==> src/hw/rtl/salc_ram.sv <==
// ----------------------------------------------------------------------------
// salc_ram
// Generic simple dual-port RAM, one write port, one registered read port.
// ----------------------------------------------------------------------------
module salc_ram #(
  parameter int WIDTH = 8,
  parameter int DEPTH = 16
) (
  input  logic                     clk,
  input  logic                     we,
  input  logic [$clog2(DEPTH)-1:0] waddr,
  input  logic [WIDTH-1:0]         wdata,
  input  logic [$clog2(DEPTH)-1:0] raddr,
  output logic [WIDTH-1:0]         rdata
);

  logic [WIDTH-1:0] mem [DEPTH];
  logic [WIDTH-1:0] rdata_r;

  always_ff @(posedge clk) begin
    if (we) begin
      mem[waddr] <= wdata;
    end
    rdata_r <= mem[raddr];
  end

  assign rdata = rdata_r;

endmodule

==> config.mk <==
export PLATFORM = sky130hd
export DESIGN_NAME = salc_ram
export DESIGN_NICKNAME = d
export VERILOG_FILES = /design/src/hw/rtl/salc_ram.sv
export SDC_FILE = /design/constraint.sdc
export NUM_CORES = 1
export LEC_CHECK = 0
export ABC_CLOCK_PERIOD_IN_PS = 3600
export BUFFER_PORTS_ARGS = -buffer_cell sky130_fd_sc_hd__buf_4
export CORE_MARGIN = 2
export CORE_UTILIZATION = 45
export DETAILED_ROUTE_END_ITERATION = 10
export PLACE_DENSITY_LB_ADDON = 0.12
export SLEW_MARGIN = 20
export SYNTH_ARGS = -nofsm -noshare
export SYNTH_HDL_FRONTEND = slang
export SYNTH_SLANG_ARGS = --single-unit
export TNS_END_PERCENT = 50
==> constraint.sdc <==
create_clock -name clk -period 3.6 [get_ports clk]
set_input_delay 0.36 -clock clk [delete_from_list [all_inputs] [get_ports clk]]
set_output_delay 0.36 -clock clk [all_outputs]
set_load 0.005 [all_outputs]
==> metrics.txt <==
# TYPE chip_impl_metric gauge
chip_impl_metric{name="tritoncts.num_buffers",unit=""} 17
chip_impl_metric{name="power.share.switching",unit="%"} 18.68
chip_impl_metric{name="finalCriticalPeriod",unit="ns"} 1.663
chip_impl_info{name="timing.setup.critical_path_class",value="input pin to flip-flop"} 1
chip_impl_info{name="layout.cells.most_common_list",value="edfxtp_1 (128), buf_4 (28), mux4_2 (18)"} 1
chip_impl_metric{name="design.die.area",unit="mm2"} 0.01231
chip_impl_metric{name="sequentialPowerShare",unit="%"} 46.2
chip_impl_metric{name="arrival",unit="ns"} 1.69
chip_impl_metric{name="htree_num_levels",unit=""} 4
chip_impl_metric{name="fin_crit_sh",unit="%"} 46.18
chip_impl_metric{name="crit_required",unit="ns"} 3.63
chip_impl_metric{name="routed_wirelength",unit="um"} 10230
chip_impl_metric{name="comb_power_share",unit="%"} 4.3
chip_impl_metric{name="stdcell_area",unit="mm2"} 0.006112
chip_impl_metric{name="final_cells",unit=""} 422
chip_impl_metric{name="num_rows",unit=""} 39
chip_impl_metric{name="top_level_ports",unit=""} 26
chip_impl_metric{name="worst_setup_hold_path_clk_slew",unit="ns"} 0.06
chip_impl_metric{name="detail_route.iter0.violations",unit=""} 140
chip_impl_metric{name="peakVddDrop",unit="mV"} 0.3829
chip_impl_metric{name="worst_path_largest_cell_delay",unit="ns"} 0.70
chip_impl_metric{name="report.final.hold_viol_count",unit=""} 0
chip_impl_metric{name="clock_path_buffers",unit=""} 2
chip_impl_metric{name="die_h",unit="um"} 111.0
chip_impl_metric{name="setup_viol",unit=""} 0
chip_impl_metric{name="net-switching-power",unit="W"} 0.0007196
chip_impl_metric{name="fin_hold_ws",unit="ns"} 0.2580
chip_impl_metric{name="power_density",unit="mW/mm2"} 630.3
chip_impl_metric{name="initial_core_util",unit="%"} 45.67
chip_impl_metric{name="port-buffer-count",unit=""} 25
chip_impl_metric{name="avgSynthCellArea",unit="um2"} 22.48
chip_impl_metric{name="syn_inst",unit=""} 229
chip_impl_metric{name="post-cts-setup-buffers",unit=""} 0
chip_impl_metric{name="route.detailed.wl_per_inst",unit="um"} 24.24
chip_impl_metric{name="worstMarginPinSlew",unit="ns"} 1.023
chip_impl_metric{name="pin_count_of_the_biggest_net_entering_global_routing",unit=""} 33
chip_impl_metric{name="synth_sequential_area_ratio",unit="%"} 77.78
chip_impl_metric{name="first_pass_iters",unit=""} 5
chip_impl_info{name="path_delay_family",value="simple AND/OR/NAND/NOR gates"} 1
chip_impl_metric{name="worst_skew_pair.late_latency",unit="ns"} 0.41
chip_impl_metric{name="worstPathBufferInverterCount",unit=""} 1
chip_impl_metric{name="areaGrowthSynthToFinish",unit="%"} 18.74
chip_impl_metric{name="dpl_cell_area",unit="mm2"} 0.005455
chip_impl_metric{name="clock_power_share",unit="%"} 49.4
chip_impl_metric{name="grt.total_usage",unit="%"} 18.14
chip_impl_info{name="run_status",value="completed"} 1
chip_impl_metric{name="antenna_left",unit=""} 0
chip_impl_metric{name="synth.top_cell.area_share",unit="%"} 74.67
chip_impl_metric{name="ys_ff_latch",unit=""} 136
chip_impl_metric{name="n_antenna_cell",unit=""} 0
chip_impl_metric{name="tritoncts_num_sinks",unit=""} 136
chip_impl_info{name="cp-end-kind",value="flip-flop"} 1
chip_impl_metric{name="synth_warn",unit=""} 0
chip_impl_metric{name="globalRouteMet1Util",unit="%"} 26.48
chip_impl_metric{name="via_per_inst",unit=""} 5.614
chip_impl_metric{name="grt_pass1_wl",unit="um"} 15550
chip_impl_metric{name="core",unit="mm2"} 0.01127
chip_impl_info{name="clock_root_buffer",value="clkbuf_16"} 1
chip_impl_metric{name="post-route-drc-count",unit=""} 0
chip_impl_metric{name="cts.hold.buffers_added",unit=""} 0
chip_impl_metric{name="fmaxAchievable",unit="GHz"} 0.6015
chip_impl_info{name="critical_path.slowest_cell",value="nor2_1"} 1
chip_impl_metric{name="final_net_count",unit=""} 284
chip_impl_metric{name="route.vias.total",unit=""} 2369
chip_impl_metric{name="max-cap-violations",unit=""} 0
chip_impl_metric{name="slew_violations",unit=""} 0
chip_impl_metric{name="grt_use_met3",unit="%"} 5.741
chip_impl_metric{name="gr-total-overflow",unit=""} 0
chip_impl_info{name="worstSetupStartpointType",value="input pin"} 1
chip_impl_metric{name="initial_antenna_violation_count",unit=""} 0
chip_impl_info{name="rsz0062_at_grt",value="false"} 1
chip_impl_info{name="cts_tree",value="yes"} 1
chip_impl_metric{name="place.detailed.hpwl",unit="um"} 6113
chip_impl_info{name="crit_path_cell_trace",value="buf_4 -> or3b_2 -> nor2_1"} 1
chip_impl_metric{name="timing.critical_path.fanout_max",unit=""} 8
chip_impl_metric{name="die-width",unit="um"} 111.0
chip_impl_metric{name="skew",unit="ns"} 0.009627
chip_impl_metric{name="postSynthNetCount",unit=""} 247
chip_impl_metric{name="slew_headroom",unit="%"} 31.56
chip_impl_metric{name="timing.setup.tns",unit="ns"} 0
chip_impl_metric{name="power_leakage",unit="nW"} 2.051
chip_impl_info{name="yosysTopAreaCell",value="edfxtp_1"} 1
chip_impl_metric{name="ys_types",unit=""} 19
chip_impl_info{name="globalRoute.busiestLayer",value="met2"} 1
chip_impl_info{name="hold_class",value="input pin to flip-flop"} 1
chip_impl_metric{name="power_report.internal_total",unit="W"} 0.003133
chip_impl_metric{name="drive_gt1_share",unit="%"} 27.60
chip_impl_metric{name="place.detailed.instances",unit=""} 390
chip_impl_metric{name="synth.cell_area",unit="mm2"} 0.005147
chip_impl_metric{name="gp_congestion",unit=""} 0.7012
chip_impl_info{name="synth_top_cells_by_area",value="edfxtp_1 (75%), mux4_2 (7.9%), mux4_1 (7.1%)"} 1
chip_impl_info{name="final_common_cell",value="edfxtp_1"} 1
chip_impl_metric{name="number_of_global_route_vias_before_repair",unit=""} 2431
chip_impl_metric{name="grtUsageMet2",unit="%"} 26.50
chip_impl_metric{name="cts.repair.resized",unit=""} 0
[kinds of logic (layout without fill, tap and decap cells)]
logic type | after synthesis | count (layout) | synth area share [%]
muxes | 32 | 32 | 15.02
AOI/OAI and AO/OA | 16 | 16 | 2.334
and+or+nand+nor | 35 | 35 | 3.184
DFF | 136 | 136 | 77.78
buffers and inverters | 10 | 60 | 1.677
[power groups by stage]
stage | combinational (W) | sequential, W | clock (W)
detailed placement | 0.000172 | 0.00181 | 0
CTS | 0.000172 | 0.00178 | 0.00194
global placement | 0.000169 | 0.00181 | 0
floorplan | 0.0000899 | 0.00181 | 0
finish | 0.000167 | 0.00178 | 0.00190
global route | 0.000183 | 0.00178 | 0.00201
[registers in the layout (all words and copies together) (netlist names)]
register / flops
mem: 128
rdata: 8
[final cells by class]
cell class | instances | area, um2
Clock buffer | 17 | 425.4
Clock inverter | 15 | 231.5
Fill cell | 859 | 5160
Multi-Input combinational cell | 83 | 1062
Sequential cell | 136 | 4004
Tap cell | 143 | 178.9
Timing Repair Buffer | 28 | 210.2
[through the flow]
step / utilization [%] / total power (W) / setup WS, ns
2_1_floorplan: - / 0.001901 / 1.747
3_3_place_gp: 48.35 / 0.001982 / 1.429
3_5_place_dp: 48.40 / 0.001986 / 1.481
4_1_cts: 54.22 / 0.003895 / 1.918
5_1_grt: 54.22 / 0.003977 / 1.843
6_report: 54.22 / 0.003853 / 1.937
[final timing paths]
kind / end / cells after the start / from / slack [ns]
min reg2reg: rdata[2] / 3 / mem[15][2] / 0.67
max: mem[2][1] / 3 / waddr[2] / 1.94
min: mem[2][6] / 1 / wdata[6] / 0.26
max reg2reg: rdata[2] / 3 / mem[5][2] / 2.19
[worst reg2reg max path, cell delays in order (launching register included)]
cell	delay [ns]
edfxtp_1	0.35
mux4_1	0.58
a22oi_1	0.27
nand2_1	0.09
[Yosys cell counts]
library cell	number
nor2_1	13
buf_2	3
and2b_1	1
dfxtp_1	8
nand2_1	9
nand2b_1	2
and2_1	1
a22oi_1	16
nor2b_1	1
nand3_1	1
buf_6	3
or3b_2	1
mux4_2	18
mux4_1	14
nand3b_1	2
edfxtp_1	128
clkdlybuf4s25_2	3
nor3_1	4
buf_4	1
[routing by layer]
metal  routed length [um]  up-vias
li1                     -     1051
met4                   89        0
met5                    0        -
met2                 4971       75
met3                  632        8
met1                 4535     1235
(Power assumes the default switching activity.)
