`config.mk`:
```
export PLATFORM = sky130hd
export DESIGN_NAME = salc_cfg
export DESIGN_NICKNAME = d
export VERILOG_FILES = /design/src/hw/rtl/salc_pkg.sv /design/src/hw/rtl/salc_cfg.sv
export SDC_FILE = /design/constraint.sdc
export NUM_CORES = 1
export LEC_CHECK = 0
export BUFFER_PORTS_ARGS = -buffer_cell sky130_fd_sc_hd__clkbuf_2
export CAP_MARGIN = 0
export CORE_ASPECT_RATIO = 1.2
export CORE_UTILIZATION = 30
export DETAILED_ROUTE_END_ITERATION = 12
export PLACE_DENSITY = 0.88
export SKIP_LAST_GASP = 1
export SYNTH_ARGS = -nofsm -noshare
export SYNTH_HDL_FRONTEND = slang
export SYNTH_SLANG_ARGS = --single-unit
```
`constraint.sdc`:
```
create_clock -name clk -period 1.06 [get_ports clk]
set_clock_uncertainty 0.1 [all_clocks]
set_input_delay 0.212 -clock clk [delete_from_list [all_inputs] [get_ports clk]]
set_output_delay 0.212 -clock clk [all_outputs]
set_load 0.02 [all_outputs]
```
`src/hw/rtl/salc_pkg.sv`:
```
// ----------------------------------------------------------------------------
// salc_pkg
// Shared types and constants for the set-associative LRU cache tag model.
// ----------------------------------------------------------------------------
package salc_pkg;

  localparam int TOTAL_LINES_DEF = 512;
  localparam int LINE_BYTES_DEF  = 32;
  localparam int ADDR_BITS_DEF   = 32;

  localparam int WAYS_W   = 4;
  localparam int POLICY_W = 2;
  localparam int CFG_AW   = 3;
  localparam int CFG_DW   = 32;

  localparam logic [WAYS_W-1:0] WAYS_RST = 4'd1;

  typedef enum logic [POLICY_W-1:0] {
    POL_PLAIN     = 2'd0,
    POL_NO_WALLOC = 2'd1,
    POL_NEXT_LINE = 2'd2,
    POL_PF_MISS   = 2'd3
  } policy_t;

  typedef enum logic {
    REG_WAYS   = 1'b0,
    REG_POLICY = 1'b1
  } reg_idx_t;

  typedef struct packed {
    logic [WAYS_W-1:0] wl_eff;
    policy_t           policy;
    logic              flush;
  } salc_cfg_t;

  typedef enum logic [2:0] {
    ST_CLEAR,
    ST_IDLE,
    ST_SETUP,
    ST_SCAN,
    ST_DECIDE,
    ST_UPDATE,
    ST_FINISH,
    ST_DONE
  } state_t;

endpackage

```
`src/hw/rtl/salc_cfg.sv`:
```
// ----------------------------------------------------------------------------
// salc_cfg
// APB register file: associativity and policy, flush pulse on ways write.
// ----------------------------------------------------------------------------
module salc_cfg #(
  parameter int TOTAL_LINES = salc_pkg::TOTAL_LINES_DEF
) (
  input  logic                          clk,
  input  logic                          rst_n,
  input  logic                          psel,
  input  logic                          penable,
  input  logic                          pwrite,
  input  logic [salc_pkg::CFG_AW-1:0]   paddr,
  input  logic [salc_pkg::CFG_DW-1:0]   pwdata,
  output logic [salc_pkg::CFG_DW-1:0]   prdata,
  output logic                          pready,
  output salc_pkg::salc_cfg_t           cfg
);

  localparam int IDXW = $clog2(TOTAL_LINES);
  localparam logic [salc_pkg::WAYS_W-1:0] WL_MAX = salc_pkg::WAYS_W'(IDXW);

  logic [salc_pkg::WAYS_W-1:0] ways_r;
  salc_pkg::policy_t           policy_r;
  logic                        flush_r;
  logic                        wr_en;
  salc_pkg::reg_idx_t          idx;

  assign pready = 1'b1;
  assign wr_en  = psel && penable && pwrite && pready;
  assign idx    = salc_pkg::reg_idx_t'(paddr[2]);

  always_ff @(posedge clk) begin
    if (!rst_n) begin
      ways_r   <= salc_pkg::WAYS_RST;
      policy_r <= salc_pkg::POL_PLAIN;
      flush_r  <= 1'b0;
    end else begin
      flush_r <= 1'b0;
      if (wr_en) begin
        unique case (idx)
          salc_pkg::REG_WAYS: begin
            ways_r  <= pwdata[salc_pkg::WAYS_W-1:0];
            flush_r <= 1'b1;
          end
          salc_pkg::REG_POLICY: begin
            policy_r <= salc_pkg::policy_t'(pwdata[salc_pkg::POLICY_W-1:0]);
          end
        endcase
      end
    end
  end

  always_comb begin
    unique case (idx)
      salc_pkg::REG_WAYS:   prdata = salc_pkg::CFG_DW'(ways_r);
      salc_pkg::REG_POLICY: prdata = salc_pkg::CFG_DW'(policy_r);
    endcase
  end

  assign cfg.wl_eff = (ways_r > WL_MAX) ? WL_MAX : ways_r;
  assign cfg.policy = policy_r;
  assign cfg.flush  = flush_r;

endmodule

```
==> results of run 1 <==
[per-stage QoR]
| step | total power [uW] | cells | worst slack (ns) | utilization, % |
|---|---|---|---|---|
| after floorplan | 493 | 97 | 0.0493 | - |
| after global placement | 439 | 103 | -0.110 | 31.0 |
| after detailed placement | 441 | 103 | -0.112 | 31.0 |
| after CTS | 699 | 107 | -0.256 | 35.6 |
| after global routing | 745 | 108 | -0.273 | 37.3 |
| final | 696 | 108 | -0.239 | 37.3 |
[cell families after synthesis]
logic type / after synthesis
mux: 8
buf+inv: 33
compound gates: 1
flops: 7
simple gates: 19
other cells: 2
[final timing paths]
path / startpoint / endpoint / slack, ns
max: ways_r[1] / prdata[1] / -0.24
max reg2reg: policy_r[0] / policy_r[0] / 0.29
min: pwdata[3] / ways_r[3] / 0.09
min reg2reg: ways_r[2] / ways_r[2] / 0.38
[layout by cell type, fill, tap and decap left out]
master,count
and2_2,1
conb_1,29
mux2_2,2
clkbuf_2,10
buf_6,3
nand2_1,9
nand4_1,1
dfxtp_1,1
dfxtp_4,1
dfxtp_2,5
nand2b_1,1
buf_4,3
buf_8,4
o21ai_1,1
clkbuf_4,3
and4b_1,1
and2b_2,2
mux2i_1,6
clkbuf_1,1
clkbuf_8,1
nor2b_1,4
[registers in the layout, indices dropped and copies added, names as in the netlist]
| signal | cells |
|---|---|
| ways_r | 4 |
| flush_r | 1 |
| policy_r | 2 |
[where the power goes]
part           internal [uW]  switching (uW)
clock                    144            99.1
sequential               268            4.84
combinational           47.1             133
total                    459             237
[layout make-up]
cell class	instances	area, sq um
fillers	202	1150
multi-input cells	57	303
repair buffers	21	180
flip-flops and latches	7	150
clock buffers	4	26.3
well taps	19	23.8
[worst max-delay path, stage by stage, from the launching register on]
cell	delay (ns)
dfxtp_2	0.33
mux2_2	0.28
buf_8	0.13
[what timing repair did]
item / CTS / global route
setup buffers: 0 / 1
resized for setup: 18 / 17
cloned: 0 / 0
endpoints found under the setup margin: 10 / 11
[layer usage]
metal	vias to the layer above	global-route usage, %	share of wire [%]
li1	198	-	-
met1	174	10.1	40
met2	33	15.6	49
met3	0	3.24	11
met4	0	6.25	0
met5	-	0	0
==> summary.txt, run 1 <==
Logic synthesis
  – Cell area after synthesis: 586 sq um
  – Largest cells by area after synthesis: buf_4 38%, dfxtp_1 24%, mux2i_1 10%
  – Post-synth top area share: 38.5%
  – Xor/xnor share of the synthesized area: 0%
  – Synth unique cells: 15
  – Synth Area per Inst: 8.37 sq um
  – Largest family of logic cells by synthesized area: buffers and inverters
  – Most common cell in the synthesized netlist: buf_4
  – Asr flop ratio synth: 0%
  – Synth Area in Compound Gates: less than 1%
  – Post-synth top area cell: buf_4
  – Synth warn: 0
  – Post-Synth Adder-Cell Area: 0%
  – Synth Flop Type: dfxtp_1
  – Post-synthesis sequential area ratio: 23.9%
  – Synth Instances: 70
  – Post-synth EDFFs: 0
  – Simple-Gate Fraction of Synth Area: 18.2%
  – Number of synthesized register bits: 7
  – Mux contribution to synthesized area: 14.1%
  – Commonest cells post-synth: 30 x buf_4, 9 x nand2_1, 7 x dfxtp_1

Floorplanning
  – Initial core utilization: 32.0%
  – Core Area: 0.00183 sq mm
  – Vert. Die Dim: between 50 and 60 um
  – IO Pins: 80
  – Core Rows: 17
  – Die X: 42.3 um
  – Die area: between 0.002 and 0.0025 sq mm

Route
  – DRC: 0
  – Vias: 405
  – Drt first pass iters: 3
  – Initial DRC Count: 4
  – Routed Antenna Nets: 0
  – WL final: about 940 um
  – Number of vias per cell: 3.75
  – Average wire per standard cell: just under 9 um

Worst setup path
  – Required time of the worst setup path: 0.75 ns
  – FF-to-FF path depth: 3
  – Worst Path Class, Setup: reg -> out
  – Crit-path max FO: 4
  – Startpoint Class: flip-flop
  – Crit path DAT: roughly 0.99 ns
  – Setup crit end kind: output port

GRT
  – Vias in the first global route: about 340
  – Largest net degree at the start of global routing: 13
  – Global Route Usage Sum: 9.47%
  – Initial antenna violation count: 0
  – First-pass GRT wire length: 1.44 mm
  – GRT overflow: 0

Finish
  – Diodes inserted: 0
  – Area growth, synth to finish: 16.7%
  – Fraction of layout cells with a size suffix above 1: about two fifths
  – Final instance area: 683 sq um
  – # nets final: 130

Status
  – Status: finished, violations left
  – Failing checks: setup timing

Placed design
  – I/O Buffers: 20
  – GPL Wtd Cong: 0.773
  – Post-Place Cell Area: around 570 sq um
  – HPWL after detailed placement: roughly 710 um

Timing
  – Hold Vio Cnt, Final: 0
  – Hold_ws: 0.0925 ns
  – Fin crit share: 123%
  – Min Tclk post-route: 1.30 ns
  – Setup-failing EPs final: 8
  – Setup tns final: -1.24 ns
  – RSZ-0062 raised after global routing: yes
  – Fmax: around 770 MHz
  – Max Slew Vio Count: 0
  – Final worst slack: -0.239 ns

Power and ir drop
  – Pwr dens: 1020 mW/mm^2
  – Worst VDD drop: 0.347 mV
  – Cell leakage power: 0.000364 uW

Clock network
  – CTS Hold Bufs: 0
  – CTS buffer count: 3
  – H-tree depth: 1
  – Max Buffers Root-to-Sink: 2
  – CTS Sinks: 7
  – Reg clk slew, reported paths: roughly 0.050 ns
  – TritonCTS clock tree: yes
  – Worst-Skew Late Latency: 0.25 ns
  – Root buffer cell: clkbuf_4

Run
  – Max-Cap Viols: 0

Hold path
  – Hold Path Stages: 3
  – Worst hold-check path type: in -> reg
Note: power is estimated with default switching activity, not from simulation.
==> inputs of run 2 (changes only) <==
CORE_UTILIZATION = 27   (was 30)
PLACE_DENSITY = 0.84   (was 0.88)
RECOVER_POWER = 50   (was not set)
clock period = 1.1 ns   (was 1.06 ns; I/O delays follow)
==> run 2 against run 1 <==
- global-route usage down 0.47 points
- sequential power down 4%
- critical path depth unchanged
- largest cell class unchanged
- wire length up 9.4%
- total power down 2.5%
- worst hold slack worse by 0.0030 ns
- combinational power about the same
- via count up 3.7%
- register-to-register slack better by 0.08 ns
- the run still ends with setup timing left
- count of clock-buffer cells in the layout unchanged
==> summary.txt, run 2 (synthesis gave the netlist of run 1 again) <==
Status
  – Status: finished, violations left
  – Failing checks: setup timing

Worst setup path
  – Bufs and invs on worst path: 1
  – Setup crit end: prdata[1]
  – Max stage delay cell, worst path: dfxtp_4
  – Crit-path max FO: 4
  – Top delay family on crit path: flip-flops
  – Crit path DAT: 1.01 ns
  – Setup crit end kind: output port
  – Reg2reg start: ways_r[3]
  – R2R Path End: ways_r[3]
  – Flop-to-flop setup slack: ~0.37 ns
  – FF-to-FF path depth: 2
  – CP max stage delay: 0.35 ns
  – Critical path launch point: ways_r[1]
  – Worst Path Class, Setup: reg -> out
  – Required time of the worst setup path: 0.78 ns
  – Worst path depth: 2
  – Startpoint Class: flip-flop
  – Crit path cell chain: mux2_4 > buf_8

Route
  – Vias: between 400 and 500
  – DRC: 0
  – Initial DRC Count: 0
  – Routed Antenna Nets: 0
  – Average wire per standard cell: 8.48 um
  – Drt first pass iters: 1
  – Number of vias per cell: 3.47
  – WL final: 1.03 mm

Power and ir drop
  – Internal: 447 uW
  – Seq pwr share: 38.6%
  – Worst VDD drop: 0.677 mV
  – Combinational fraction of design power: between 20% and 30%
  – Clock Power Share: between 30% and 40%
  – Cell leakage power: 0.000383 uW
  – Pwr dens: 934 mW/mm^2
  – Sw Ratio: 34.0%
  – Psw: ~230 uW

Timing
  – Final worst slack: -0.227 ns
  – Min Tclk post-route: roughly 1.3 ns
  – Fin crit share: 121%
  – Max Slew Vio Count: 0
  – Setup-failing EPs final: 8
  – Fmax: 753 MHz
  – Hold Vio Cnt, Final: 0
  – RSZ-0062 raised after global routing: yes
  – Hold_ws: 0.0895 ns

Placed design
  – I/O Buffers: 20
  – Post-Place Cell Area: between 500 and 600 sq um
  – GPL Wtd Cong: a little under 0.7

Finish
  – Number of flip-flops in the largest register: 4
  – Area growth, synth to finish: 23.9%
  – Final core utilization: 35.4%
  – Final instance area: slightly above 700 sq um
  – Most frequent cells in the layout: 29 x conb_1, 10 x clkbuf_2, 9 x nand2_1, 6 x mux2i_1, 5 x buf_4
  – Diodes inserted: 0
  – # nets final: 132
  – Most flop-heavy register: ways_r
  – Fraction of layout cells with a size suffix above 1: about two fifths
  – Most common cell after layout, fill and taps aside: conb_1
  – Regs by FF count: ways_r (4), policy_r (2), flush_r (1)

Hold path
  – Worst hold-check path type: in -> reg

Floorplanning
  – Die X: 44.5 um
  – Vert. Die Dim: about 53 um
  – Core Rows: 18
  – Die area: 0.00236 sq mm
  – Core Area: around 0.0020 sq mm
  – IO Pins: 80
  – Initial core utilization: between 20% and 30%

Clock network
  – Reg clk slew, reported paths: about 0.05 ns
  – CTS Hold Bufs: 0
  – Max Buffers Root-to-Sink: 2
  – Root buffer cell: clkbuf_4
  – CTS Sinks: 7
  – CTS buffer count: 3
  – Worst-Skew Late Latency: 0.25 ns
  – TritonCTS clock tree: yes
  – H-tree depth: 1

Run
  – Max-Cap Viols: 0

GRT
  – First-pass GRT wire length: ~1.5 mm
  – Vias in the first global route: approximately 350
  – Largest net degree at the start of global routing: 13
  – Initial antenna violation count: 0
  – Global Route Usage Sum: under 10%
  – GRT overflow: 0
==> run 2: cell types whose count changed in the layout (fill, tap and decap cells not counted), sizes merged <==
cell	delta
buf	+2
==> run 2: how the worst min path moves through the flow <==
stage          slack (ns)           to      start  cells past startpoint
3_5_place_dp         0.36    ways_r[2]  pwdata[2]                      3
6_report             0.09    ways_r[2]  pwdata[2]                      3
5_1_grt              0.08    ways_r[2]  pwdata[2]                      3
2_1_floorplan        0.26  policy_r[0]  pwdata[0]                      2
3_3_place_gp         0.36    ways_r[3]  pwdata[3]                      3
4_1_cts              0.08    ways_r[2]  pwdata[2]                      3
==> run 2: timing repair <==
| item | CTS | global route |
|---|---|---|
| hold endpoints to repair | 0 | 0 |
| endpoints found under the setup margin | 9 | 10 |
| resized for setup | 16 | 22 |
| setup buffers | 0 | 1 |
| pin swaps | 1 | 0 |
==> run 2: worst register-to-register path, cell delays in order, from the launching register on <==
cell     delay (ns)
dfxtp_4        0.38
nand2_1        0.06
mux2i_1        0.12
==> run 2: power groups by stage <==
stage	Clock (uW)	Combinational, uW	Sequential, uW
6_report	233	183	262
5_1_grt	266	199	262
4_1_cts	249	170	262
3_5_place_dp	0	161	269
3_3_place_gp	0	159	269
2_1_floorplan	0	206	270
==> run 2: routing by layer <==
| metal | up-vias | GRT usage, % | part of all wire (%) |
|---|---|---|---|
| met3 | 0 | 5.80 | 10 |
| met2 | 34 | 15.7 | 51 |
| met5 | - | 0 | 0 |
| li1 | 201 | - | - |
| met4 | 0 | 3.03 | 0 |
| met1 | 185 | 8.40 | 39 |
==> run 2: area by class of cell <==
type / count / area [sq um]
Clock buffer: 4 / 26.3
Fill cell: 223 / 1320
Multi-Input combinational cell: 57 / 318
Sequential cell: 7 / 153
Tap cell: 30 / 37.5
Timing Repair Buffer: 23 / 191
==> run 2: per-stage QoR <==
| stage | instances | total power [uW] | setup TNS, ns | worst slack (ns) |
|---|---|---|---|---|
| finish | 121 | 678 | -1.12 | -0.227 |
| global route | 121 | 727 | -1.49 | -0.272 |
| CTS | 120 | 682 | -1.19 | -0.235 |
| detailed placement | 116 | 430 | -0.217 | -0.0574 |
| global placement | 116 | 428 | -0.188 | -0.0480 |
| floorplan | 97 | 476 | 0 | 0.0813 |
