`src/hw/rtl/salc_pkg.sv`:
```
// ----------------------------------------------------------------------------
// salc_pkg
// Shared types and constants for the set-associative LRU cache tag model.
// ----------------------------------------------------------------------------
package salc_pkg;

  localparam int TOTAL_LINES_DEF = 512;
  localparam int LINE_BYTES_DEF  = 32;
  localparam int ADDR_BITS_DEF   = 32;

  localparam int WAYS_W   = 4;
  localparam int POLICY_W = 2;
  localparam int CFG_AW   = 3;
  localparam int CFG_DW   = 32;

  localparam logic [WAYS_W-1:0] WAYS_RST = 4'd1;

  typedef enum logic [POLICY_W-1:0] {
    POL_PLAIN     = 2'd0,
    POL_NO_WALLOC = 2'd1,
    POL_NEXT_LINE = 2'd2,
    POL_PF_MISS   = 2'd3
  } policy_t;

  typedef enum logic {
    REG_WAYS   = 1'b0,
    REG_POLICY = 1'b1
  } reg_idx_t;

  typedef struct packed {
    logic [WAYS_W-1:0] wl_eff;
    policy_t           policy;
    logic              flush;
  } salc_cfg_t;

  typedef enum logic [2:0] {
    ST_CLEAR,
    ST_IDLE,
    ST_SETUP,
    ST_SCAN,
    ST_DECIDE,
    ST_UPDATE,
    ST_FINISH,
    ST_DONE
  } state_t;

endpackage

```
`src/hw/rtl/salc_seq.sv`:
```
// ----------------------------------------------------------------------------
// salc_seq
// Sequencer and shared way unit: serial tag/rank scan, then rank update pass when needed.
// ----------------------------------------------------------------------------
module salc_seq #(
  parameter int TOTAL_LINES = salc_pkg::TOTAL_LINES_DEF,
  parameter int LINE_BYTES  = salc_pkg::LINE_BYTES_DEF,
  parameter int ADDR_BITS   = salc_pkg::ADDR_BITS_DEF
) (
  input  logic                                              clk,
  input  logic                                              rst_n,
  input  logic                                              start,
  input  logic                                              in_op,
  input  logic [31:0]                                       in_address,
  output logic                                              busy,
  output logic                                              out_valid,
  output logic                                              out_hit,
  input  salc_pkg::salc_cfg_t                               cfg,
  output logic                                              tag_we,
  output logic [$clog2(TOTAL_LINES)-1:0]                    tag_waddr,
  output logic [ADDR_BITS-$clog2(LINE_BYTES)-1:0]           tag_wdata,
  output logic [$clog2(TOTAL_LINES)-1:0]                    tag_raddr,
  input  logic [ADDR_BITS-$clog2(LINE_BYTES)-1:0]           tag_rdata,
  output logic                                              rank_we,
  output logic [$clog2(TOTAL_LINES)-1:0]                    rank_waddr,
  output logic [$clog2(TOTAL_LINES)-1:0]                    rank_wdata,
  output logic [$clog2(TOTAL_LINES)-1:0]                    rank_raddr,
  input  logic [$clog2(TOTAL_LINES)-1:0]                    rank_rdata
);

  localparam int IDXW   = $clog2(TOTAL_LINES);
  localparam int OFF    = $clog2(LINE_BYTES);
  localparam int LINEW  = ADDR_BITS - OFF;
  localparam int LINEXW = (LINEW > IDXW) ? LINEW : IDXW;
  localparam int CNTW   = IDXW + 1;

  salc_pkg::state_t state_r, state_nxt;
  logic [CNTW-1:0]  j_r, j_nxt;
  logic             op_r, op_nxt;
  logic             pf_r, pf_nxt;
  logic [LINEW-1:0] line_r, line_nxt;
  logic [LINEW-1:0] tag_r, tag_nxt;
  logic [IDXW-1:0]  base_r, base_nxt;
  logic             found_r, found_nxt;
  logic [IDXW-1:0]  hit_way_r, hit_way_nxt;
  logic [IDXW-1:0]  hit_rank_r, hit_rank_nxt;
  logic [IDXW-1:0]  lru_way_r, lru_way_nxt;
  logic [IDXW-1:0]  sel_way_r, sel_way_nxt;
  logic [IDXW-1:0]  thresh_r, thresh_nxt;
  logic             hit_r, hit_nxt;

  logic [ADDR_BITS-1:0]         addr_full;
  logic [LINEXW-1:0]            line_x;
  logic [salc_pkg::WAYS_W-1:0]  sh;
  logic [CNTW-1:0]              ways_c;
  logic [IDXW-1:0]              top_c;
  logic [IDXW-1:0]              way_w;
  logic                         may_fill;
  logic                         do_pf;

  assign addr_full = ADDR_BITS'(in_address);
  assign line_x    = LINEXW'(line_r);
  assign sh        = salc_pkg::WAYS_W'(IDXW) - cfg.wl_eff;
  assign ways_c    = CNTW'(1) << cfg.wl_eff;
  assign top_c     = IDXW'(ways_c - CNTW'(1));
  assign way_w     = IDXW'(j_r - CNTW'(1));
  assign may_fill  = pf_r || !(cfg.policy == salc_pkg::POL_NO_WALLOC && op_r);
  assign do_pf     = !pf_r && ((cfg.policy == salc_pkg::POL_NEXT_LINE) ||
                               (cfg.policy == salc_pkg::POL_PF_MISS && !found_r));

  always_ff @(posedge clk) begin
    if (!rst_n) begin
      state_r <= salc_pkg::ST_CLEAR;
      j_r     <= '0;
    end else begin
      state_r <= state_nxt;
      j_r     <= j_nxt;
    end
  end

  always_ff @(posedge clk) begin
    op_r       <= op_nxt;
    pf_r       <= pf_nxt;
    line_r     <= line_nxt;
    tag_r      <= tag_nxt;
    base_r     <= base_nxt;
    found_r    <= found_nxt;
    hit_way_r  <= hit_way_nxt;
    hit_rank_r <= hit_rank_nxt;
    lru_way_r  <= lru_way_nxt;
    sel_way_r  <= sel_way_nxt;
    thresh_r   <= thresh_nxt;
    hit_r      <= hit_nxt;
  end

  always_comb begin
    state_nxt    = state_r;
    j_nxt        = j_r;
    op_nxt       = op_r;
    pf_nxt       = pf_r;
    line_nxt     = line_r;
    tag_nxt      = tag_r;
    base_nxt     = base_r;
    found_nxt    = found_r;
    hit_way_nxt  = hit_way_r;
    hit_rank_nxt = hit_rank_r;
    lru_way_nxt  = lru_way_r;
    sel_way_nxt  = sel_way_r;
    thresh_nxt   = thresh_r;
    hit_nxt      = hit_r;

    tag_we     = 1'b0;
    tag_waddr  = base_r | lru_way_r;
    tag_wdata  = tag_r;
    rank_we    = 1'b0;
    rank_waddr = base_r | way_w;
    rank_wdata = rank_rdata;
    tag_raddr  = base_r | j_r[IDXW-1:0];
    rank_raddr = base_r | j_r[IDXW-1:0];

    unique case (state_r)
      salc_pkg::ST_CLEAR: begin
        tag_we     = 1'b1;
        tag_waddr  = j_r[IDXW-1:0];
        tag_wdata  = '0;
        rank_we    = 1'b1;
        rank_waddr = j_r[IDXW-1:0];
        rank_wdata = j_r[IDXW-1:0] & top_c;
        if (j_r[IDXW-1:0] == '1) begin
          state_nxt = salc_pkg::ST_IDLE;
          j_nxt     = '0;
        end else begin
          j_nxt = j_r + CNTW'(1);
        end
      end

      salc_pkg::ST_IDLE: begin
        if (start) begin
          op_nxt    = in_op;
          pf_nxt    = 1'b0;
          line_nxt  = LINEW'(addr_full >> OFF);
          state_nxt = salc_pkg::ST_SETUP;
        end
      end

      salc_pkg::ST_SETUP: begin
        tag_nxt   = LINEW'(line_r >> sh);
        base_nxt  = line_x[IDXW-1:0] << cfg.wl_eff;
        found_nxt = 1'b0;
        j_nxt     = '0;
        state_nxt = salc_pkg::ST_SCAN;
      end

      salc_pkg::ST_SCAN: begin
        if (j_r != '0) begin
          if (!found_r && tag_rdata == tag_r) begin
            found_nxt    = 1'b1;
            hit_way_nxt  = way_w;
            hit_rank_nxt = rank_rdata;
          end
          if (rank_rdata == '0) begin
            lru_way_nxt = way_w;
          end
        end
        if (j_r == ways_c) begin
          state_nxt = salc_pkg::ST_DECIDE;
        end else begin
          j_nxt = j_r + CNTW'(1);
        end
      end

      salc_pkg::ST_DECIDE: begin
        j_nxt = '0;
        priority if (found_r && hit_rank_r == top_c) begin
          state_nxt = salc_pkg::ST_FINISH;
        end else if (found_r && hit_rank_r != '0) begin
          sel_way_nxt = hit_way_r;
          thresh_nxt  = hit_rank_r;
          state_nxt   = salc_pkg::ST_UPDATE;
        end else if (!found_r && !may_fill) begin
          state_nxt = salc_pkg::ST_FINISH;
        end else begin
          tag_we      = 1'b1;
          sel_way_nxt = lru_way_r;
          thresh_nxt  = '0;
          state_nxt   = salc_pkg::ST_UPDATE;
        end
      end

      salc_pkg::ST_UPDATE: begin
        if (j_r != '0) begin
          rank_we = 1'b1;
          priority if (way_w == sel_way_r) begin
            rank_wdata = top_c;
          end else if (rank_rdata > thresh_r) begin
            rank_wdata = rank_rdata - IDXW'(1);
          end else begin
            rank_wdata = rank_rdata;
          end
        end
        if (j_r == ways_c) begin
          state_nxt = salc_pkg::ST_FINISH;
        end else begin
          j_nxt = j_r + CNTW'(1);
        end
      end

      salc_pkg::ST_FINISH: begin
        if (!pf_r) begin
          hit_nxt = found_r;
        end
        if (do_pf) begin
          pf_nxt    = 1'b1;
          line_nxt  = line_r + LINEW'(1);
          state_nxt = salc_pkg::ST_SETUP;
        end else begin
          state_nxt = salc_pkg::ST_DONE;
        end
      end

      salc_pkg::ST_DONE: begin
        state_nxt = salc_pkg::ST_IDLE;
      end

      default: begin
        state_nxt = salc_pkg::ST_IDLE;
      end
    endcase

    if (cfg.flush) begin
      state_nxt = salc_pkg::ST_CLEAR;
      j_nxt     = '0;
    end
  end

  assign busy      = (state_r != salc_pkg::ST_IDLE) || cfg.flush;
  assign out_valid = (state_r == salc_pkg::ST_DONE);
  assign out_hit   = hit_r;

endmodule

```
`config.mk`:
```
export PLATFORM = sky130hd
export DESIGN_NAME = salc_seq
export DESIGN_NICKNAME = d
export VERILOG_FILES = /design/src/hw/rtl/salc_pkg.sv /design/src/hw/rtl/salc_seq.sv
export SDC_FILE = /design/constraint.sdc
export NUM_CORES = 1
export LEC_CHECK = 0
export ABC_AREA = 0
export BUFFER_PORTS_ARGS = -buffer_cell sky130_fd_sc_hd__buf_2
export CAP_MARGIN = 15
export CORE_ASPECT_RATIO = 2
export CORE_MARGIN = 2
export CORE_UTILIZATION = 52
export CTS_CLUSTER_DIAMETER = 40
export DETAILED_ROUTE_END_ITERATION = 8
export GPL_TIMING_DRIVEN = 0
export PLACE_DENSITY = 0.88
export SLEW_MARGIN = 25
export SYNTH_ARGS = -nofsm -noshare
export SYNTH_HDL_FRONTEND = slang
export SYNTH_SLANG_ARGS = --single-unit
export TNS_END_PERCENT = 30
```
`constraint.sdc`:
```
create_clock -name clk -period 4.15 [get_ports clk]
set_clock_uncertainty 0.2 [all_clocks]
set_input_delay 0.2075 -clock clk [delete_from_list [all_inputs] [get_ports clk]]
set_output_delay 0.2075 -clock clk [all_outputs]
set_load 0.005 [all_outputs]
```
==> impl_metrics.env, run 1 <==
export IMPL_max_slew_margin_rel_pct=37.2
export IMPL_initial_core_util_pct=52.8
export IMPL_cts_reportedPaths_clkPinSlew_ns=0.06
export IMPL_finalNonFillerCells=1404
export IMPL_fp_dieW_um=97.4
export IMPL_yosys_register_bits=125
export IMPL_vdd_ir_drop_max_v=0.000300
export IMPL_port_buffers=150
export IMPL_synthAdderAreaFrac_pct=2.48
export IMPL_finalHoldViolCount=0
export IMPL_htreeDepth=4
export IMPL_syn_avg_cell_area_sq_um=9.45
export IMPL_drv_slew=0
export IMPL_hpwl_um=22400
export IMPL_antenna_found_initial=0
export IMPL_period_minus_slack_ns=4.06
export IMPL_critical_path_required_ns=3.74
export IMPL_place_area_sq_um=10200
export IMPL_place_congestion=1.03
export IMPL_r2r_slack_ns=0.89
export IMPL_synth_common_cells="edfxtp_1, nand2_1, nor2_1"
export IMPL_synthSimpleGateAreaFrac_pct=21.4
export IMPL_crit_path_end_kind="output pin"
export IMPL_ys_types=75
export IMPL_syn_cell_area_sq_um=9070
export IMPL_wl_per_cell_um=21.7
export IMPL_ant_nets=0
export IMPL_yosysWarnings=0
export IMPL_power_leakage_nw=4.57
export IMPL_worst_pin_slew_ns=0.933
export IMPL_crit_fanout=9
export IMPL_globalRouteOverflowTotal=0
export IMPL_synth_edf_count=112
export IMPL_fin_util_pct=65.7
export IMPL_timing_rr_end="hit_way_r[3]"
export IMPL_syn_nets=1057
export IMPL_layout_drive_gt1_share_pct=25.3
export IMPL_rsz0062_at_grt="false"
export IMPL_design_area_sq_um=11300
export IMPL_cts_sinks=125
export IMPL_dr_pass1_iters=5
export IMPL_p_per_area_nw_per_um2=303
export IMPL_fin_nets=1278
export IMPL_min_path_type="in -> reg"
export IMPL_crit_path_start="j_r[0]"
export IMPL_grtUsageTotal_pct=31.9
export IMPL_drtIter0Drc=628
export IMPL_area_delta_synth_final_pct=24.4
export IMPL_cts_made_buffers=17
export IMPL_synth_xor_area_share_pct=8.29
export IMPL_startpoint_type="register"
export IMPL_reg2regPathDepth=9
export IMPL_synthFlopType="edfxtp_1"
export IMPL_setup_viol_count_final=0
export IMPL_grt_max_degree=17
export IMPL_cts_tree="yes"
export IMPL_cts_path_max_buffers=2
export IMPL_finalCritPeriodShare_pct=97.8
export IMPL_place_inst=1332
export IMPL_drc=0
export IMPL_synth_top_family_by_area="simple AND/OR/NAND/NOR gates"
export IMPL_max_cap_violations=0
export IMPL_synth_seq_area_share_pct=39.9
export IMPL_crit_path_end="rank_wdata[0]"
export IMPL_synthMuxAreaShare_pct=10.3
export IMPL_synth_compound_area_share_pct=12.1
export IMPL_grt_pass1_vias=8906
export IMPL_coreArea_sq_um=17200
export IMPL_grt_pass1_wl_um=45700
export IMPL_vias=8785
export IMPL_std_cell_rows=68
export IMPL_dieArea_sq_um=18600
export IMPL_fmax_mhz=247
export IMPL_synth_area_top_cells="edfxtp_1, xor2_1, nand2_1, mux2i_1, o21ai_0"
export IMPL_pin_count=156
export IMPL_syn_inst=960
export IMPL_cp_arrival_ns=3.65
export IMPL_yosysMostFrequentCell="edfxtp_1"
export IMPL_rr_startpoint="j_r[0]"
export IMPL_antennaDiodeCount=0
export IMPL_yosysTopAreaCell="edfxtp_1"
export IMPL_die_h_um=191
export IMPL_yosysTopAreaCellShare_pct=37.1
export IMPL_crit_type="reg -> out"
export IMPL_clock_latency_ns=0.43
export IMPL_clock_tree_root_cell="clkbuf_16"
export IMPL_synth_async_reset_ratio_pct=0
export IMPL_vias_per_cell=6.26
export IMPL_status="completed"
export IMPL_routed_wl_um=30500
[worst min-delay path by stage]
stage               slack [ns]  cells after the start     startpoint       endpoint
finish                    0.14                      4  tag_rdata[10]  hit_rank_r[4]
global route              0.16                      4  tag_rdata[26]  hit_rank_r[4]
CTS                       0.13                      4  tag_rdata[26]  hit_rank_r[4]
detailed placement        0.22                      1          in_op           op_r
global placement          0.22                      1          in_op           op_r
floorplan                 0.11                      0  rank_rdata[0]  hit_rank_r[0]
[state kept, by name, indices dropped and copies added (netlist names)]
signal and flops:
base_r 9, found_r 1, hit_rank_r 9, hit_way_r 9, j_r 10, line_r 27, lru_way_r 9, op_r 1
out_hit 1, pf_r 1, sel_way_r 9, state_r 3, tag_r 27, thresh_r 9
[timing repair]
| item | in CTS | in global routing |
|---|---|---|
| setup endpoints to repair | 0 | 4 |
| gates resized for setup | 0 | 3 |
| buffers inserted | 0 | 0 |
| hold buffers | 40 | 0 |
| hold endpoints to repair | 41 | 0 |
[cell type report]
type | count | area, sq um
Clock buffer | 19 | 453
Tap cell | 210 | 263
Multi-Input combinational cell | 727 | 5010
Buffer | 77 | 383
Sequential cell | 125 | 3620
Timing Repair Buffer | 202 | 1250
Inverter | 31 | 116
Fill cell | 1337 | 5900
Clock inverter | 13 | 189
[per-stage QoR]
step	setup TNS (ns)	total power, mW	hold slack (ns)	worst slack, ns
finish	0	3.42	0.140	0.0933
global route	0	3.48	0.164	0.0381
CTS	0	3.39	0.131	0.0911
detailed placement	0	1.77	0.219	0.0571
global placement	-85.57	1.76	0.217	-1.69
floorplan	0	1.64	0.106	0.0745
[worst max-delay path, cell delays in order (launching register included)]
cell	delay [ns]
dfxtp_1	0.43
buf_2	0.28
inv_1	0.19
ha_1	0.33
xor2_2	0.26
xnor2_1	0.17
nand4_1	0.15
nor4bb_1	0.35
and3_1	0.25
buf_6	0.14
mux2_2	0.33
o21ai_0	0.19
buf_2	0.15
[cell usage in the layout (no fill, tap or decap), drive strengths merged, types with 5 or more instances in the layout]
master and n:
a211oi 12, a21oi 36, a31oi 5, and2 40
and3 12, buf 200, clkbuf 58, clkinvlp 5
dfxtp 13, dlygate4sd3 40, edfxtp 112, ha 18
inv 31, mux2 18, mux2i 37, mux4 16
nand2 109, nand2b 8, nand3 21, nand4 16
nor2 82, nor2b 6, nor3 32, nor3b 5
nor4 15, o211ai 6, o21ai 75, or2 17
xnor2 23, xnor3 5, xor2 50
[report_power, final]
group / total, mW / internal (mW) / switching (mW)
Sequential: 1.38 / 1.37 / 0.00122
Clock: 1.63 / 1.04 / 0.588
Combinational: 0.415 / 0.171 / 0.244
Total: 3.42 / 2.58 / 0.833
[cell families after synthesis]
kind of cell               after synthesis
and+or+nand+nor                        382
AOI/OAI and AO/OA                      178
DFF                                    125
buffers and inverters                  108
xor gates and xnor gates                78
muxes                                   71
adders and majority gates               18
[layer usage]
layer	track usage, %	wire length [um]
met1	30.2	9660
met2	59.3	16200
met3	5.06	1950
met4	25.6	2690
met5	0	0
Power figures use the tool's default switching activity.
==> run 2: changes to the inputs <==
--- a/config.mk
+++ b/config.mk
@@ -9,3 +9,2 @@
 export BUFFER_PORTS_ARGS = -buffer_cell sky130_fd_sc_hd__buf_2
-export CAP_MARGIN = 15
 export CORE_ASPECT_RATIO = 2
==> constraint.sdc (replaced) <==
create_clock -name clk -period 4.15 [get_ports clk]
set_clock_uncertainty 0.2 [all_clocks]
set_input_delay 0.6225 -clock clk [delete_from_list [all_inputs] [get_ports clk]]
set_output_delay 0.6225 -clock clk [all_outputs]
set_load 0.005 [all_outputs]
==> run 2 against run 1 <==
  * Non-clock buffer count down 33
  * Global-route usage down 0.52 points
  * First-iteration DRC count decreased by 2.7%
  * Worst hold slack improved by 0.061 ns
  * Final cell count down 2.3%
  * Sequential power barely moved
  * Total power grew 2.0%
  * Combinational power fell by 3%
  * Critical path depth is 1 higher
  * Register-to-register slack gained 0.12 ns
  * Clock power increased by 5%
  * Largest cell class unchanged
==> impl_metrics.env, run 2 (synthesis gave the netlist of run 1 again) <==
export IMPL_antenna_found_initial=1
export IMPL_fin_util_pct=64.6
export IMPL_port_buffers=150
export IMPL_std_cell_rows=68
export IMPL_crit_path_end_kind="output pin"
export IMPL_finalNonFillerCells=1372
export IMPL_cts_tree="yes"
export IMPL_routed_wl_um=29900
export IMPL_max_cap_violations=0
export IMPL_clock_tree_root_cell="clkbuf_16"
export IMPL_globalRouteOverflowTotal=0
export IMPL_cts_reportedPaths_clkPinSlew_ns=0.06
export IMPL_ant_nets=0
export IMPL_finalHoldViolCount=0
export IMPL_fmax_mhz=245
export IMPL_finalCritPeriodShare_pct=98.4
export IMPL_hold_end="op_r"
export IMPL_area_delta_synth_final_pct=22.3
export IMPL_status="completed"
export IMPL_hold_start="in_op"
export IMPL_clock_latency_ns=0.44
export IMPL_top_regs="line_r (27), tag_r (27), j_r (10)"
export IMPL_period_minus_slack_ns=4.09
export IMPL_grt_pass1_wl_um=44600
export IMPL_fin_hold_ws_ns=0.202
export IMPL_vias=8512
export IMPL_reg2regPathDepth=7
export IMPL_worst_pin_slew_ns=1.03
export IMPL_grtUsageTotal_pct=31.3
export IMPL_layout_commonest_cell="buf_2"
export IMPL_timing_rr_end="hit_way_r[0]"
export IMPL_setup_viol_count_final=0
export IMPL_wl_per_cell_um=21.8
export IMPL_dieArea_sq_um=18600
export IMPL_min_delay_path_depth=1
export IMPL_place_congestion=1.03
export IMPL_fin_nets=1245
export IMPL_grt_max_degree=17
export IMPL_dr_pass1_iters=6
export IMPL_p_per_area_nw_per_um2=314
export IMPL_holdBufCountCts=0
export IMPL_rr_startpoint="state_r[2]"
export IMPL_hpwl_um=22200
export IMPL_drtIter0Drc=611
export IMPL_initial_core_util_pct=52.8
export IMPL_critical_path_required_ns=3.33
export IMPL_cts_path_max_buffers=2
export IMPL_layout_drive_gt1_share_pct=27.3
export IMPL_crit_fanout=7
export IMPL_coreArea_sq_um=17200
export IMPL_htreeDepth=4
export IMPL_place_inst=1330
export IMPL_cts_sinks=125
export IMPL_crit_type="reg -> out"
export IMPL_drc=0
export IMPL_drv_slew=0
export IMPL_p_total_mw=3.49
export IMPL_vdd_ir_drop_max_v=0.000314
export IMPL_min_path_type="in -> reg"
export IMPL_power_leakage_nw=4.49
export IMPL_startpoint_type="register"
export IMPL_final_setup_tns_ns=0
export IMPL_grt_pass1_vias=8517
export IMPL_pin_count=156
export IMPL_die_h_um=191
export IMPL_fp_dieW_um=97.4
export IMPL_r2r_slack_ns=1.01
export IMPL_max_slew_margin_rel_pct=30.6
export IMPL_cts_made_buffers=17
export IMPL_cp_arrival_ns=3.26
export IMPL_vias_per_cell=6.20
export IMPL_final_cell_mix="buf_2, edfxtp_1, nand2_1, nor2_1, o21ai_0"
run 2: how the worst max path moves through the flow:
stage / startpoint / endpoint / slack (ns)
4_1_cts: cfg[3] / tag_we / 0.001
6_report: j_r[0] / rank_wdata[2] / 0.06
3_3_place_gp: j_r[0] / hit_way_r[3] / -1.21
5_1_grt: cfg[3] / tag_we / -0.01
3_5_place_dp: cfg[3] / tag_we / -0.88
2_1_floorplan: state_r[2] / found_r / 0.08
run 2: cell type report:
type / instances / area [sq um]
diodes: 1 / 2.50
plain buffers: 77 / 407
clock inverters: 12 / 216
repair buffers: 169 / 928
fillers: 1376 / 6080
well taps: 210 / 263
flip-flops and latches: 125 / 3630
multi-input cells: 727 / 5090
clock buffers: 20 / 447
inverters: 31 / 123
run 2: worst max-delay path, stage by stage (launching register included):
cell and delay [ns]:
dfxtp_4 0.38, buf_8 0.13, clkinvlp_4 0.16, ha_4 0.30
xnor2_1 0.14, nor2_1 0.16, nand4_1 0.14, nor4bb_2 0.38
and3_1 0.24, buf_6 0.14, buf_8 0.13, mux2i_2 0.23
a22oi_2 0.12, buf_2 0.16
run 2: repair_timing:
action                                  CTS  global route
buffers inserted                          1             7
gates cloned                              0             1
pin swaps                                 2             6
endpoints found under the setup margin   21             7
resized for setup                        18            14
run 2: stage by stage:
step | area, sq um | worst slack (ns)
2_1_floorplan | 9080 | 0.0756
3_3_place_gp | 10100 | -1.21
3_5_place_dp | 10200 | -0.876
4_1_cts | 11000 | 0.00132
5_1_grt | 11100 | -0.00992
6_report | 11100 | 0.0644
run 2: routing by layer:
layer	share of wire (%)	vias to the layer above	track usage, %
met5	0	-	0
met2	54	462	58.7
met4	7.8	0	24.2
met3	6.2	174	4.73
met1	32	4022	29.9
li1	-	3854	-
run 2: power breakdown:
part / internal [mW] / total, mW / switching, mW
Combinational: 0.159 / 0.401 / 0.242
Sequential: 1.37 / 1.38 / 0.00132
Clock: 1.14 / 1.71 / 0.572
